`config.mk`:
```
export PLATFORM = sky130hd
export DESIGN_NAME = triangle_tangent_generator
export DESIGN_NICKNAME = d
export VERILOG_FILES = /design/src/rtl/core/ttg_pkg.sv /design/src/rtl/core/ttg_mac.sv /design/src/rtl/core/triangle_tangent_generator.sv
export VERILOG_INCLUDE_DIRS = /design/src /design/src/rtl/core
export SDC_FILE = /design/constraint.sdc
export NUM_CORES = 2
export LEC_CHECK = 0
export BUFFER_PORTS_ARGS = -buffer_cell sky130_fd_sc_hd__buf_2
export CORE_MARGIN = 3
export CORE_UTILIZATION = 50
export CTS_CLUSTER_SIZE = 16
export DETAILED_ROUTE_END_ITERATION = 10
export HOLD_SLACK_MARGIN = 0.12
export PLACE_DENSITY = 0.66
export REMOVE_ABC_BUFFERS = 1
export SYNTH_ARGS = -nofsm -noshare
export SYNTH_HDL_FRONTEND = slang
export SYNTH_SLANG_ARGS = --single-unit
```
`constraint.sdc`:
```
create_clock -name clock -period 39.7 [get_ports clock]
set_clock_uncertainty 0.2 [all_clocks]
set_input_delay 11.91 -clock clock [delete_from_list [all_inputs] [get_ports clock]]
set_output_delay 11.91 -clock clock [all_outputs]
set_load 0.01 [all_outputs]
```
`src/rtl/core/triangle_tangent_generator_macros.svh`:
```
// Assertion macros shared by the triangle tangent generator RTL.
`ifndef TRIANGLE_TANGENT_GENERATOR_MACROS_SVH
`define TRIANGLE_TANGENT_GENERATOR_MACROS_SVH

// Same-cycle implication, checked on every rising clock edge outside reset.
`define TTG_ASSERT_NOW(label, ante, cons) \
   label: assert property (@(posedge clock) disable iff (reset) (ante) |-> (cons)) \
      else $error("tangent generator check failed");

// Next-cycle implication, checked on every rising clock edge outside reset.
`define TTG_ASSERT_NEXT(label, ante, cons) \
   label: assert property (@(posedge clock) disable iff (reset) (ante) |=> (cons)) \
      else $error("tangent generator check failed");

`endif

```
`src/rtl/core/ttg_pkg.sv`:
```
// Package with types and constants of the triangle tangent generator.
package ttg_pkg;

   localparam int COORD_W   = 24;
   localparam int UNIT_W    = 16;
   localparam int UNIT_F    = UNIT_W - 2;
   localparam int DIFF_W    = 25;
   localparam int DIFF_DROP = (COORD_W > 24) ? COORD_W - 24 : 0;
   localparam int ACC_W     = 52;
   localparam int MUL_W     = (UNIT_W + 3 > DIFF_W) ? UNIT_W + 3 : DIFF_W;
   localparam int RED_W     = 20;
   localparam int SUM_W     = 42;
   localparam int LEN_W     = 21;
   localparam int DIV_W     = UNIT_W + LEN_W;
   localparam int CNT_W     = $clog2(UNIT_W);
   localparam int DR_W      = UNIT_W + 3;

   typedef struct packed {
      logic signed [COORD_W-1:0] pos_x;
      logic signed [COORD_W-1:0] pos_y;
      logic signed [COORD_W-1:0] pos_z;
      logic signed [COORD_W-1:0] tex_u;
      logic signed [COORD_W-1:0] tex_v;
      logic signed [UNIT_W-1:0]  norm_x;
      logic signed [UNIT_W-1:0]  norm_y;
      logic signed [UNIT_W-1:0]  norm_z;
      logic                      end_of_mesh;
   } req_type;

   typedef struct packed {
      logic signed [UNIT_W-1:0] tangent_x;
      logic signed [UNIT_W-1:0] tangent_y;
      logic signed [UNIT_W-1:0] tangent_z;
      logic                     degenerate;
      logic                     last_triangle;
   } rsp_type;

   typedef enum logic [4:0] {
      ST_IDLE, ST_DET0, ST_DET1, ST_CHK, ST_RAW0, ST_RAW1, ST_RAW2,
      ST_ABS, ST_RED, ST_SQ, ST_RTLD, ST_ROOT, ST_LEN, ST_DIVLD, ST_DIV,
      ST_DIVST, ST_DOT, ST_RND, ST_GS0, ST_GS1, ST_OUT
   } state_type;

   // Control of the shared multiply-accumulate unit.
   typedef struct packed {
      logic en;
      logic from_acc;
      logic from_base;
      logic sub;
   } mac_ctrl_type;

endpackage

```
`src/rtl/core/ttg_mac.sv`:
```
// Shared registered multiply-accumulate unit of the tangent generator.
module ttg_mac (
   input  logic                                 clock,
   input  ttg_pkg::mac_ctrl_type                ctrl,
   input  logic signed [ttg_pkg::MUL_W-1:0]     op_a,
   input  logic signed [ttg_pkg::MUL_W-1:0]     op_b,
   input  logic signed [ttg_pkg::ACC_W-1:0]     base,
   output logic signed [ttg_pkg::ACC_W-1:0]     acc
);
   import ttg_pkg::*;

   logic signed [2*MUL_W-1:0] prod;
   logic signed [ACC_W-1:0]   prod_ext;
   logic signed [ACC_W-1:0]   addend;
   logic signed [ACC_W-1:0]   acc_ff;
   logic signed [ACC_W-1:0]   acc_in;

   // The addend is zero, the running sum or an outside base value.
   always_comb begin
      prod     = op_a * op_b;
      prod_ext = ACC_W'(prod);
      if (ctrl.from_acc) begin
         addend = acc_ff;
      end else if (ctrl.from_base) begin
         addend = base;
      end else begin
         addend = '0;
      end
      if (!ctrl.en) begin
         acc_in = acc_ff;
      end else if (ctrl.sub) begin
         acc_in = addend - prod_ext;
      end else begin
         acc_in = addend + prod_ext;
      end
   end

   always_ff @(posedge clock) begin
      acc_ff <= acc_in;
   end

   assign acc = acc_ff;

endmodule

```
`src/rtl/core/triangle_tangent_generator.sv`:
```
// Top level of the triangle tangent generator: vertex gathering and sequencer.
//
//   channel | direction | handshake            | payload
//   req     | in        | req_valid/req_ready  | req (ttg_pkg::req_type)
//   rsp     | out       | rsp_valid/rsp_ready  | rsp (ttg_pkg::rsp_type)
//
// The first two vertices of a triangle are only registered when taken.
// The third vertex starts the tangent computation, which ends early for a degenerate triangle:
// one shared multiply-accumulate unit does all products, the root takes 21 steps and
// each divide 16 steps, and the range reduction shifts one bit a cycle, twice per triangle.
// Reset is synchronous and active high; it clears the phase, sequencer and output valid.
// A stalled result holds in the output register; vertices that finish no triangle
// are still taken meanwhile.
module triangle_tangent_generator (
   input  logic             clock,
   input  logic             reset,
   input  logic             req_valid,
   output logic             req_ready,
   input  ttg_pkg::req_type req,
   output logic             rsp_valid,
   input  logic             rsp_ready,
   output ttg_pkg::rsp_type rsp
);
   import ttg_pkg::*;
`include "triangle_tangent_generator_macros.svh"

   function automatic logic signed [DIFF_W-1:0] fdiff(input logic signed [COORD_W-1:0] a,
                                                      input logic signed [COORD_W-1:0] b);
      logic signed [COORD_W:0] d;
      d = (COORD_W+1)'(a) - (COORD_W+1)'(b);
      return DIFF_W'(d >>> DIFF_DROP);
   endfunction

   state_type state_ff, state_in;
   logic [1:0] phase_ff, phase_in;
   logic [1:0] ci_ff, ci_in;
   logic       pass_ff, pass_in;
   logic       rsp_valid_ff, rsp_valid_in;
   logic       accept, load;

   logic signed [COORD_W-1:0] p0_ff [3], p0_in [3];
   logic signed [COORD_W-1:0] p1_ff [3], p1_in [3];
   logic signed [COORD_W-1:0] uv0_ff [2], uv0_in [2];
   logic signed [COORD_W-1:0] uv1_ff [2], uv1_in [2];
   logic signed [UNIT_W-1:0]  n_ff [3], n_in [3];
   logic signed [DIFF_W-1:0]  e1_ff [3], e1_in [3];
   logic signed [DIFF_W-1:0]  e2_ff [3], e2_in [3];
   logic signed [DIFF_W-1:0]  du1_ff, du1_in, dv1_ff, dv1_in;
   logic signed [DIFF_W-1:0]  du2_ff, du2_in, dv2_ff, dv2_in;
   logic signed [ACC_W-1:0]   vec_ff [3], vec_in [3];
   logic [ACC_W-1:0]          mag_ff [3], mag_in [3];
   logic                      neg_ff [3], neg_in [3];
   logic signed [UNIT_W-1:0]  t_ff [3], t_in [3];
   logic                      detneg_ff, detneg_in;
   logic                      last_ff, last_in;
   logic                      degen_ff, degen_in;
   logic [SUM_W-1:0]          sqv_ff, sqv_in, sqr_ff, sqr_in, sqb_ff, sqb_in;
   logic [SUM_W-1:0]          root_trial;
   logic [DIV_W-1:0]          rem_ff, rem_in, dsh_ff, dsh_in;
   logic [UNIT_W-1:0]         q_ff, q_in;
   logic [CNT_W-1:0]          j_ff, j_in;
   logic signed [DR_W-1:0]    dr_ff, dr_in;
   logic [ACC_W-1:0]          rnd_mag, rnd_q;
   logic                      any_big;
   rsp_type                   rsp_ff, rsp_in;

   mac_ctrl_type            mac_ctrl;
   logic signed [MUL_W-1:0] mac_a, mac_b;
   logic signed [ACC_W-1:0] mac_base, acc;

   ttg_mac u_mac (
      .clock (clock),
      .ctrl  (mac_ctrl),
      .op_a  (mac_a),
      .op_b  (mac_b),
      .base  (mac_base),
      .acc   (acc)
   );

   assign req_ready = (state_ff == ST_IDLE);
   assign accept    = req_valid && req_ready;
   assign rsp_valid = rsp_valid_ff;
   assign rsp       = rsp_ff;
   assign load      = (state_ff == ST_OUT) && (!rsp_valid_ff || rsp_ready);

   // Shared helper values of the root, reduction and rounding steps.
   always_comb begin
      root_trial = sqr_ff + sqb_ff;
      any_big    = (|mag_ff[0][ACC_W-1:RED_W]) || (|mag_ff[1][ACC_W-1:RED_W]) ||
                   (|mag_ff[2][ACC_W-1:RED_W]);
      rnd_mag    = acc[ACC_W-1] ? ACC_W'(-acc) : ACC_W'(acc);
      rnd_q      = (rnd_mag + (ACC_W'(1) << (UNIT_F - 1))) >> UNIT_F;
   end

   // Next state of the sequencer.
   always_comb begin
      state_in = state_ff;
      case (state_ff)
         ST_IDLE:  if (accept && phase_ff == 2'd2) state_in = ST_DET0;
         ST_DET0:  state_in = ST_DET1;
         ST_DET1:  state_in = ST_CHK;
         ST_CHK:   state_in = (acc == '0) ? ST_OUT : ST_RAW0;
         ST_RAW0:  state_in = ST_RAW1;
         ST_RAW1:  state_in = ST_RAW2;
         ST_RAW2:  state_in = (ci_ff == 2'd2) ? ST_ABS : ST_RAW0;
         ST_ABS:   state_in = ST_RED;
         ST_RED:   state_in = any_big ? ST_RED : ST_SQ;
         ST_SQ:    state_in = (ci_ff == 2'd2) ? ST_RTLD : ST_SQ;
         ST_RTLD:  state_in = ST_ROOT;
         ST_ROOT:  state_in = sqb_ff[0] ? ST_LEN : ST_ROOT;
         ST_LEN:   state_in = (sqr_ff == '0) ? ST_OUT : ST_DIVLD;
         ST_DIVLD: state_in = ST_DIV;
         ST_DIV:   state_in = (j_ff == '0) ? ST_DIVST : ST_DIV;
         ST_DIVST: begin
            if (ci_ff != 2'd2) begin
               state_in = ST_DIVLD;
            end else begin
               state_in = pass_ff ? ST_OUT : ST_DOT;
            end
         end
         ST_DOT:   state_in = (ci_ff == 2'd2) ? ST_RND : ST_DOT;
         ST_RND:   state_in = ST_GS0;
         ST_GS0:   state_in = ST_GS1;
         ST_GS1:   state_in = (ci_ff == 2'd2) ? ST_ABS : ST_GS0;
         ST_OUT:   if (load) state_in = ST_IDLE;
         default:  state_in = ST_IDLE;
      endcase
   end

   // Datapath and multiply-accumulate control for each step.
   always_comb begin
      phase_in  = phase_ff;
      ci_in     = ci_ff;
      pass_in   = pass_ff;
      p0_in     = p0_ff;
      p1_in     = p1_ff;
      uv0_in    = uv0_ff;
      uv1_in    = uv1_ff;
      n_in      = n_ff;
      e1_in     = e1_ff;
      e2_in     = e2_ff;
      du1_in    = du1_ff;
      dv1_in    = dv1_ff;
      du2_in    = du2_ff;
      dv2_in    = dv2_ff;
      vec_in    = vec_ff;
      mag_in    = mag_ff;
      neg_in    = neg_ff;
      t_in      = t_ff;
      detneg_in = detneg_ff;
      last_in   = last_ff;
      degen_in  = degen_ff;
      sqv_in    = sqv_ff;
      sqr_in    = sqr_ff;
      sqb_in    = sqb_ff;
      rem_in    = rem_ff;
      dsh_in    = dsh_ff;
      q_in      = q_ff;
      j_in      = j_ff;
      dr_in     = dr_ff;
      rsp_in    = rsp_ff;
      mac_ctrl  = '0;
      mac_a     = '0;
      mac_b     = '0;
      mac_base  = '0;
      rsp_valid_in = rsp_valid_ff && !rsp_ready;
      case (state_ff)
         ST_IDLE: begin
            if (accept) begin
               if (phase_ff == 2'd1) begin
                  p1_in[0]  = req.pos_x;
                  p1_in[1]  = req.pos_y;
                  p1_in[2]  = req.pos_z;
                  uv1_in[0] = req.tex_u;
                  uv1_in[1] = req.tex_v;
                  phase_in  = req.end_of_mesh ? 2'd0 : 2'd2;
               end else if (phase_ff == 2'd2) begin
                  e1_in[0] = fdiff(p1_ff[0], p0_ff[0]);
                  e1_in[1] = fdiff(p1_ff[1], p0_ff[1]);
                  e1_in[2] = fdiff(p1_ff[2], p0_ff[2]);
                  e2_in[0] = fdiff(req.pos_x, p0_ff[0]);
                  e2_in[1] = fdiff(req.pos_y, p0_ff[1]);
                  e2_in[2] = fdiff(req.pos_z, p0_ff[2]);
                  du1_in   = fdiff(uv1_ff[0], uv0_ff[0]);
                  dv1_in   = fdiff(uv1_ff[1], uv0_ff[1]);
                  du2_in   = fdiff(req.tex_u, uv0_ff[0]);
                  dv2_in   = fdiff(req.tex_v, uv0_ff[1]);
                  last_in  = req.end_of_mesh;
                  degen_in = 1'b0;
                  pass_in  = 1'b0;
                  phase_in = 2'd0;
               end else begin
                  p0_in[0]  = req.pos_x;
                  p0_in[1]  = req.pos_y;
                  p0_in[2]  = req.pos_z;
                  uv0_in[0] = req.tex_u;
                  uv0_in[1] = req.tex_v;
                  n_in[0]   = req.norm_x;
                  n_in[1]   = req.norm_y;
                  n_in[2]   = req.norm_z;
                  phase_in  = req.end_of_mesh ? 2'd0 : 2'd1;
               end
            end
         end
         ST_DET0: begin
            mac_ctrl.en = 1'b1;
            mac_a       = MUL_W'(du1_ff);
            mac_b       = MUL_W'(dv2_ff);
         end
         ST_DET1: begin
            mac_ctrl.en       = 1'b1;
            mac_ctrl.from_acc = 1'b1;
            mac_ctrl.sub      = 1'b1;
            mac_a             = MUL_W'(du2_ff);
            mac_b             = MUL_W'(dv1_ff);
         end
         ST_CHK: begin
            detneg_in = acc[ACC_W-1];
            degen_in  = (acc == '0);
            ci_in     = 2'd0;
         end
         ST_RAW0: begin
            mac_ctrl.en = 1'b1;
            mac_a       = MUL_W'(dv2_ff);
            mac_b       = MUL_W'(e1_ff[ci_ff]);
         end
         ST_RAW1: begin
            mac_ctrl.en       = 1'b1;
            mac_ctrl.from_acc = 1'b1;
            mac_ctrl.sub      = 1'b1;
            mac_a             = MUL_W'(dv1_ff);
            mac_b             = MUL_W'(e2_ff[ci_ff]);
         end
         ST_RAW2: begin
            vec_in[ci_ff] = detneg_ff ? -acc : acc;
            ci_in         = (ci_ff == 2'd2) ? 2'd0 : ci_ff + 2'd1;
         end
         // Magnitudes and signs of the vector to normalize.
         ST_ABS: begin
            for (int i = 0; i < 3; i++) begin
               neg_in[i] = vec_ff[i][ACC_W-1];
               mag_in[i] = vec_ff[i][ACC_W-1] ? ACC_W'(-vec_ff[i]) : ACC_W'(vec_ff[i]);
            end
         end
         // Range reduction: one bit of truncating shift a cycle.
         ST_RED: begin
            if (any_big) begin
               for (int i = 0; i < 3; i++) begin
                  mag_in[i] = mag_ff[i] >> 1;
               end
            end
            ci_in = 2'd0;
         end
         ST_SQ: begin
            mac_ctrl.en       = 1'b1;
            mac_ctrl.from_acc = (ci_ff != 2'd0);
            mac_a = MUL_W'($signed({1'b0, mag_ff[ci_ff][RED_W-1:0]}));
            mac_b = MUL_W'($signed({1'b0, mag_ff[ci_ff][RED_W-1:0]}));
            ci_in = (ci_ff == 2'd2) ? 2'd0 : ci_ff + 2'd1;
         end
         ST_RTLD: begin
            sqv_in = acc[SUM_W-1:0];
            sqr_in = '0;
            sqb_in = SUM_W'(1) << (SUM_W - 2);
         end
         // One step of the bitwise integer square root.
         ST_ROOT: begin
            if (sqv_ff >= root_trial) begin
               sqv_in = sqv_ff - root_trial;
               sqr_in = (sqr_ff >> 1) + sqb_ff;
            end else begin
               sqr_in = sqr_ff >> 1;
            end
            sqb_in = sqb_ff >> 2;
         end
         ST_LEN: begin
            degen_in = (sqr_ff == '0);
            ci_in    = 2'd0;
         end
         // Rounded quotient (mag * 2^(F+1) + len) / (2 * len), one bit a cycle.
         ST_DIVLD: begin
            rem_in = (DIV_W'(mag_ff[ci_ff][RED_W-1:0]) << (UNIT_F + 1)) +
                     DIV_W'(sqr_ff[LEN_W-1:0]);
            dsh_in = DIV_W'(sqr_ff[LEN_W-1:0]) << UNIT_W;
            q_in   = '0;
            j_in   = CNT_W'(UNIT_W - 1);
         end
         ST_DIV: begin
            if (rem_ff >= dsh_ff) begin
               rem_in = rem_ff - dsh_ff;
               q_in   = q_ff | (UNIT_W'(1) << j_ff);
            end
            dsh_in = dsh_ff >> 1;
            j_in   = j_ff - CNT_W'(1);
         end
         ST_DIVST: begin
            t_in[ci_ff] = neg_ff[ci_ff] ? -$signed(q_ff) : $signed(q_ff);
            ci_in       = (ci_ff == 2'd2) ? 2'd0 : ci_ff + 2'd1;
         end
         // Gram-Schmidt: dot product with the normal, then subtraction.
         ST_DOT: begin
            mac_ctrl.en       = 1'b1;
            mac_ctrl.from_acc = (ci_ff != 2'd0);
            mac_a             = MUL_W'(n_ff[ci_ff]);
            mac_b             = MUL_W'(t_ff[ci_ff]);
            ci_in             = (ci_ff == 2'd2) ? 2'd0 : ci_ff + 2'd1;
         end
         ST_RND: begin
            dr_in = acc[ACC_W-1] ? -DR_W'(rnd_q) : DR_W'(rnd_q);
         end
         ST_GS0: begin
            mac_ctrl.en        = 1'b1;
            mac_ctrl.from_base = 1'b1;
            mac_ctrl.sub       = 1'b1;
            mac_base           = ACC_W'(t_ff[ci_ff]) <<< UNIT_F;
            mac_a              = MUL_W'(n_ff[ci_ff]);
            mac_b              = MUL_W'(dr_ff);
         end
         ST_GS1: begin
            vec_in[ci_ff] = acc;
            ci_in         = (ci_ff == 2'd2) ? 2'd0 : ci_ff + 2'd1;
            if (ci_ff == 2'd2) begin
               pass_in = 1'b1;
            end
         end
         ST_OUT: begin
            if (load) begin
               rsp_in.tangent_x     = degen_ff ? '0 : t_ff[0];
               rsp_in.tangent_y     = degen_ff ? '0 : t_ff[1];
               rsp_in.tangent_z     = degen_ff ? '0 : t_ff[2];
               rsp_in.degenerate    = degen_ff;
               rsp_in.last_triangle = last_ff;
               rsp_valid_in         = 1'b1;
            end
         end
         default: begin
         end
      endcase
   end

   // Control registers.
   always_ff @(posedge clock) begin
      if (reset) begin
         state_ff     <= ST_IDLE;
         phase_ff     <= 2'd0;
         rsp_valid_ff <= 1'b0;
      end else begin
         state_ff     <= state_in;
         phase_ff     <= phase_in;
         rsp_valid_ff <= rsp_valid_in;
      end
   end

   // Payload and working registers.
   always_ff @(posedge clock) begin
      ci_ff     <= ci_in;
      pass_ff   <= pass_in;
      p0_ff     <= p0_in;
      p1_ff     <= p1_in;
      uv0_ff    <= uv0_in;
      uv1_ff    <= uv1_in;
      n_ff      <= n_in;
      e1_ff     <= e1_in;
      e2_ff     <= e2_in;
      du1_ff    <= du1_in;
      dv1_ff    <= dv1_in;
      du2_ff    <= du2_in;
      dv2_ff    <= dv2_in;
      vec_ff    <= vec_in;
      mag_ff    <= mag_in;
      neg_ff    <= neg_in;
      t_ff      <= t_in;
      detneg_ff <= detneg_in;
      last_ff   <= last_in;
      degen_ff  <= degen_in;
      sqv_ff    <= sqv_in;
      sqr_ff    <= sqr_in;
      sqb_ff    <= sqb_in;
      rem_ff    <= rem_in;
      dsh_ff    <= dsh_in;
      q_ff      <= q_in;
      j_ff      <= j_in;
      dr_ff     <= dr_in;
      rsp_ff    <= rsp_in;
   end

   // A new result appears only from the output step.
   `TTG_ASSERT_NOW(a_rsp_from_out, $rose(rsp_valid_ff), $past(state_ff == ST_OUT))
   // A degenerate triangle always carries a zero tangent.
   `TTG_ASSERT_NOW(a_degen_zero, rsp_valid_ff && rsp_ff.degenerate,
                   rsp_ff.tangent_x == '0 && rsp_ff.tangent_y == '0 && rsp_ff.tangent_z == '0)
   // The completing vertex starts the determinant.
   `TTG_ASSERT_NEXT(a_third_starts, accept && phase_ff == 2'd2, state_ff == ST_DET0)

endmodule
```
==> results.ini <==
[critical_path]
cp_top_family=compound AO/OA/AOI/OAI gates
cp_slowest_stage_delay_ns=0.86
worstPathArrival_ns=15.57
cp_cell_sequence=buf_2 -> ha_1 -> nor2b_1 -> o21ai_0 -> nand2b_1 -> a21oi_1 -> o21ai_0 -> a2111oi_0 -> o31a_1 -> a221oi_1 -> a211oi_1 -> o21ai_0 -> a21oi_1 -> xnor2_1
start_kind=input port
worstSetupEndpointType=flip-flop
crit_type=in2reg
critPathMostFrequentCell=o21ai_0
cp.required_ns=40.04
worst-path-buf-inv=1
critPathMaxFanout=4
crit_slowest_cell=a2111oi_0

[timing]
hold_viol_final=0
timing.slew.headroom_pct=5.74
rsz0062_at_grt=false
finalSetupViolCount=0
slew_violations=0
fin_crit_ns=15.24
fin_crit_sh_pct=38.4
worstMarginPinSlew_ns=1.40
finalSetupTns_ns=0
max_freq_ghz=0.0656

[routing]
wl_mm=287
via_count=73726
drt-wirelength-per-cell_um=22.9
detail_route.first_pass.iterations=10
drc=0
viasPerCell=5.87
drt_first_iter_violations=6625
ant_nets=0

[layout]
syn_to_final_growth_pct=8.92
nets=11327
fin_cells=12569
fill_cells=16837
fin_util_pct=55.0
regArea_um2=37000
fin_area_um2=106000
multi_input_area_um2=55300
drive_above_1_share_pct=6.86

[synth]
synth_cell_types=97
syn_area_per_cell_um2=9.96
synth_simple_gate_area_share_pct=14.6
syn_area_um2=97500
ys_ff_latch=1235
synth_edf_count=1227
synth_warnings=0
synth_adder_area_share_pct=21.3
synthCells=9794
synth_flop_cell=edfxtp_1
synth_compound_area_share_pct=12.8
synth_seq_area_share_pct=38.0
yosys.area_share.xor_xnor_pct=6.52
synthArstFlopShare_pct=0
synthMuxAreaShare_pct=1.26
synth_top_family_by_area=adder cells

[placement]
numPortBuffers=224
place_area_um2=102000
dp_hpwl_mm=219
placedCellCount=12281
place_congestion=0.969

[floorplan]
die_h_um=448
die_w_um=448
rows=161
initial_core_util_pct=50.5
coreArea_um2=193000
die-area_um2=200000
ios=225

[clocking]
cts_setup_buffers=0
cts_tree=built
clockRootBuffer=clkbuf_16
insertion_delay_ns=0.81
htreeDepth=4
clk_path_buf_depth=3
postCtsResizedCells=0
cts-buffers-inserted=144
path_clk_slew_ns=0.06
postCtsHoldBufs=0
clock-sinks=1235

[grt]
grt_pass1_wl_mm=439
grt_max_degree=227
grt_pass1_vias=73968
overflow=0
antenna_found_initial=34
grt_util_all_layers_pct=28.6

[power_and_ir_drop]
leakagePower_nw=43.7
p_total_w=0.00732
p_per_area_nw_per_um2=68.9
irDropWorstVdd_mv=0.0937

[flow_run]
cap_violations=0

[min_path]
hp-class=reg2reg

[run_status]
status=completed

-- cells in the final DEF (no fill, tap or decap), drive strengths merged, types with 88 or more instances in the layout --
cell    netlist  final
a21o        148    148
a21oi       457    457
and2        104    104
buf          30    347
clkbuf      356    176
edfxtp     1227   1227
fa          672    672
ha          581    581
inv        1059   1068
mux2i       118    118
nand2       966    966
nand2b       94     94
nand3       149    149
nor2        862    862
nor2b       253    253
nor3        174    174
o21ai       610    610
o31ai        88     88
or3          95     95
xnor2       361    361
xor2        365    365
-- registers in the layout, indices dropped and copies added, names as in the netlist, 48 cells and up --
signal	flops
e2_ff	75
vec_ff	156
e1_ff	75
uv1_ff	48
p0_ff	72
rsp	50
u_mac.acc	52
mag_ff	156
p1_ff	72
t_ff	48
n_ff	48
uv0_ff	48
-- per-layer routing --
| layer | global-route usage, % | vias up | part of all wire (%) |
|---|---|---|---|
| li1 | - | 34165 | - |
| met4 | 13.4 | 4 | 4.9 |
| met5 | 0.904 | - | 0.096 |
| met3 | 6.09 | 591 | 7.8 |
| met2 | 46.2 | 2822 | 46 |
| met1 | 36.8 | 36144 | 41 |
-- cells in the mapped netlist (92+ instances only) --
master       n  area [µm²]
edfxtp_1  1227       36800
inv_1     1059        3980
nand2_1    966        3630
nor2_1     862        3240
fa_1       672       13500
o21ai_0    604        3020
ha_1       581        7270
a21oi_1    457        2290
xor2_1     365        3200
xnor2_1    361        3160
clkbuf_1   355        1330
nor2b_1    253        1580
nor3_1     173         866
nand3_1    149         746
a21o_1     148        1110
mux2i_1    118        1180
and2_1     101         632
nand2b_1    94         588
or3_1       92         576
-- kinds of logic (layout without fill, tap and decap cells) --
logic type / count (synthesis) / after routing
and+or+nand+nor: 3029 / 3029
AOI/OAI and AO/OA: 1982 / 1982
buffers and inverters: 1447 / 1668
adders and majority gates: 1253 / 1253
DFF: 1235 / 1235
xor gates and xnor gates: 726 / 726
muxes: 122 / 122
other: 0 / 28
-- metrics by stage --
| step | setup slack (ns) | hold slack, ns |
|---|---|---|
| after floorplan | 21.62 | 0.200 |
| after global placement | 23.92 | 0.217 |
| after detailed placement | 23.87 | 0.207 |
| after CTS | 24.69 | 0.221 |
| after global routing | 24.21 | 0.225 |
| final | 24.46 | 0.219 |
-- where the power goes --
part	leakage [nW]	internal, W	switching, W	total, W
registers	11.3	0.00175	0.000107	0.00185
logic	30.2	0.00155	0.00260	0.00415
clock network	2.23	0.000756	0.000554	0.00131
-- cell type report --
class | count | area share, %
Antenna cell | 28 | 0.0660
Clock inverter | 84 | 0.739
Tap cell | 2526 | 2.98
Multi-Input combinational cell | 7112 | 52.1
Inverter | 1061 | 3.76
Timing Repair Buffer | 347 | 1.96
Clock buffer | 176 | 3.58
Sequential cell | 1235 | 34.8
-- path summary, 6_finish.rpt --
check / end / depth (start not counted) / slack, ns / from
worst max register to register: u_mac.acc[50] / 44 / 25.03 / ci_ff[1]
worst min register to register: rsp[0] / 0 / 0.22 / last_ff
worst max-delay path: dv2_ff[23] / 14 / 24.46 / req[50]
worst min-delay path: rsp[0] / 0 / 0.22 / last_ff
Power figures use the tool's default switching activity.
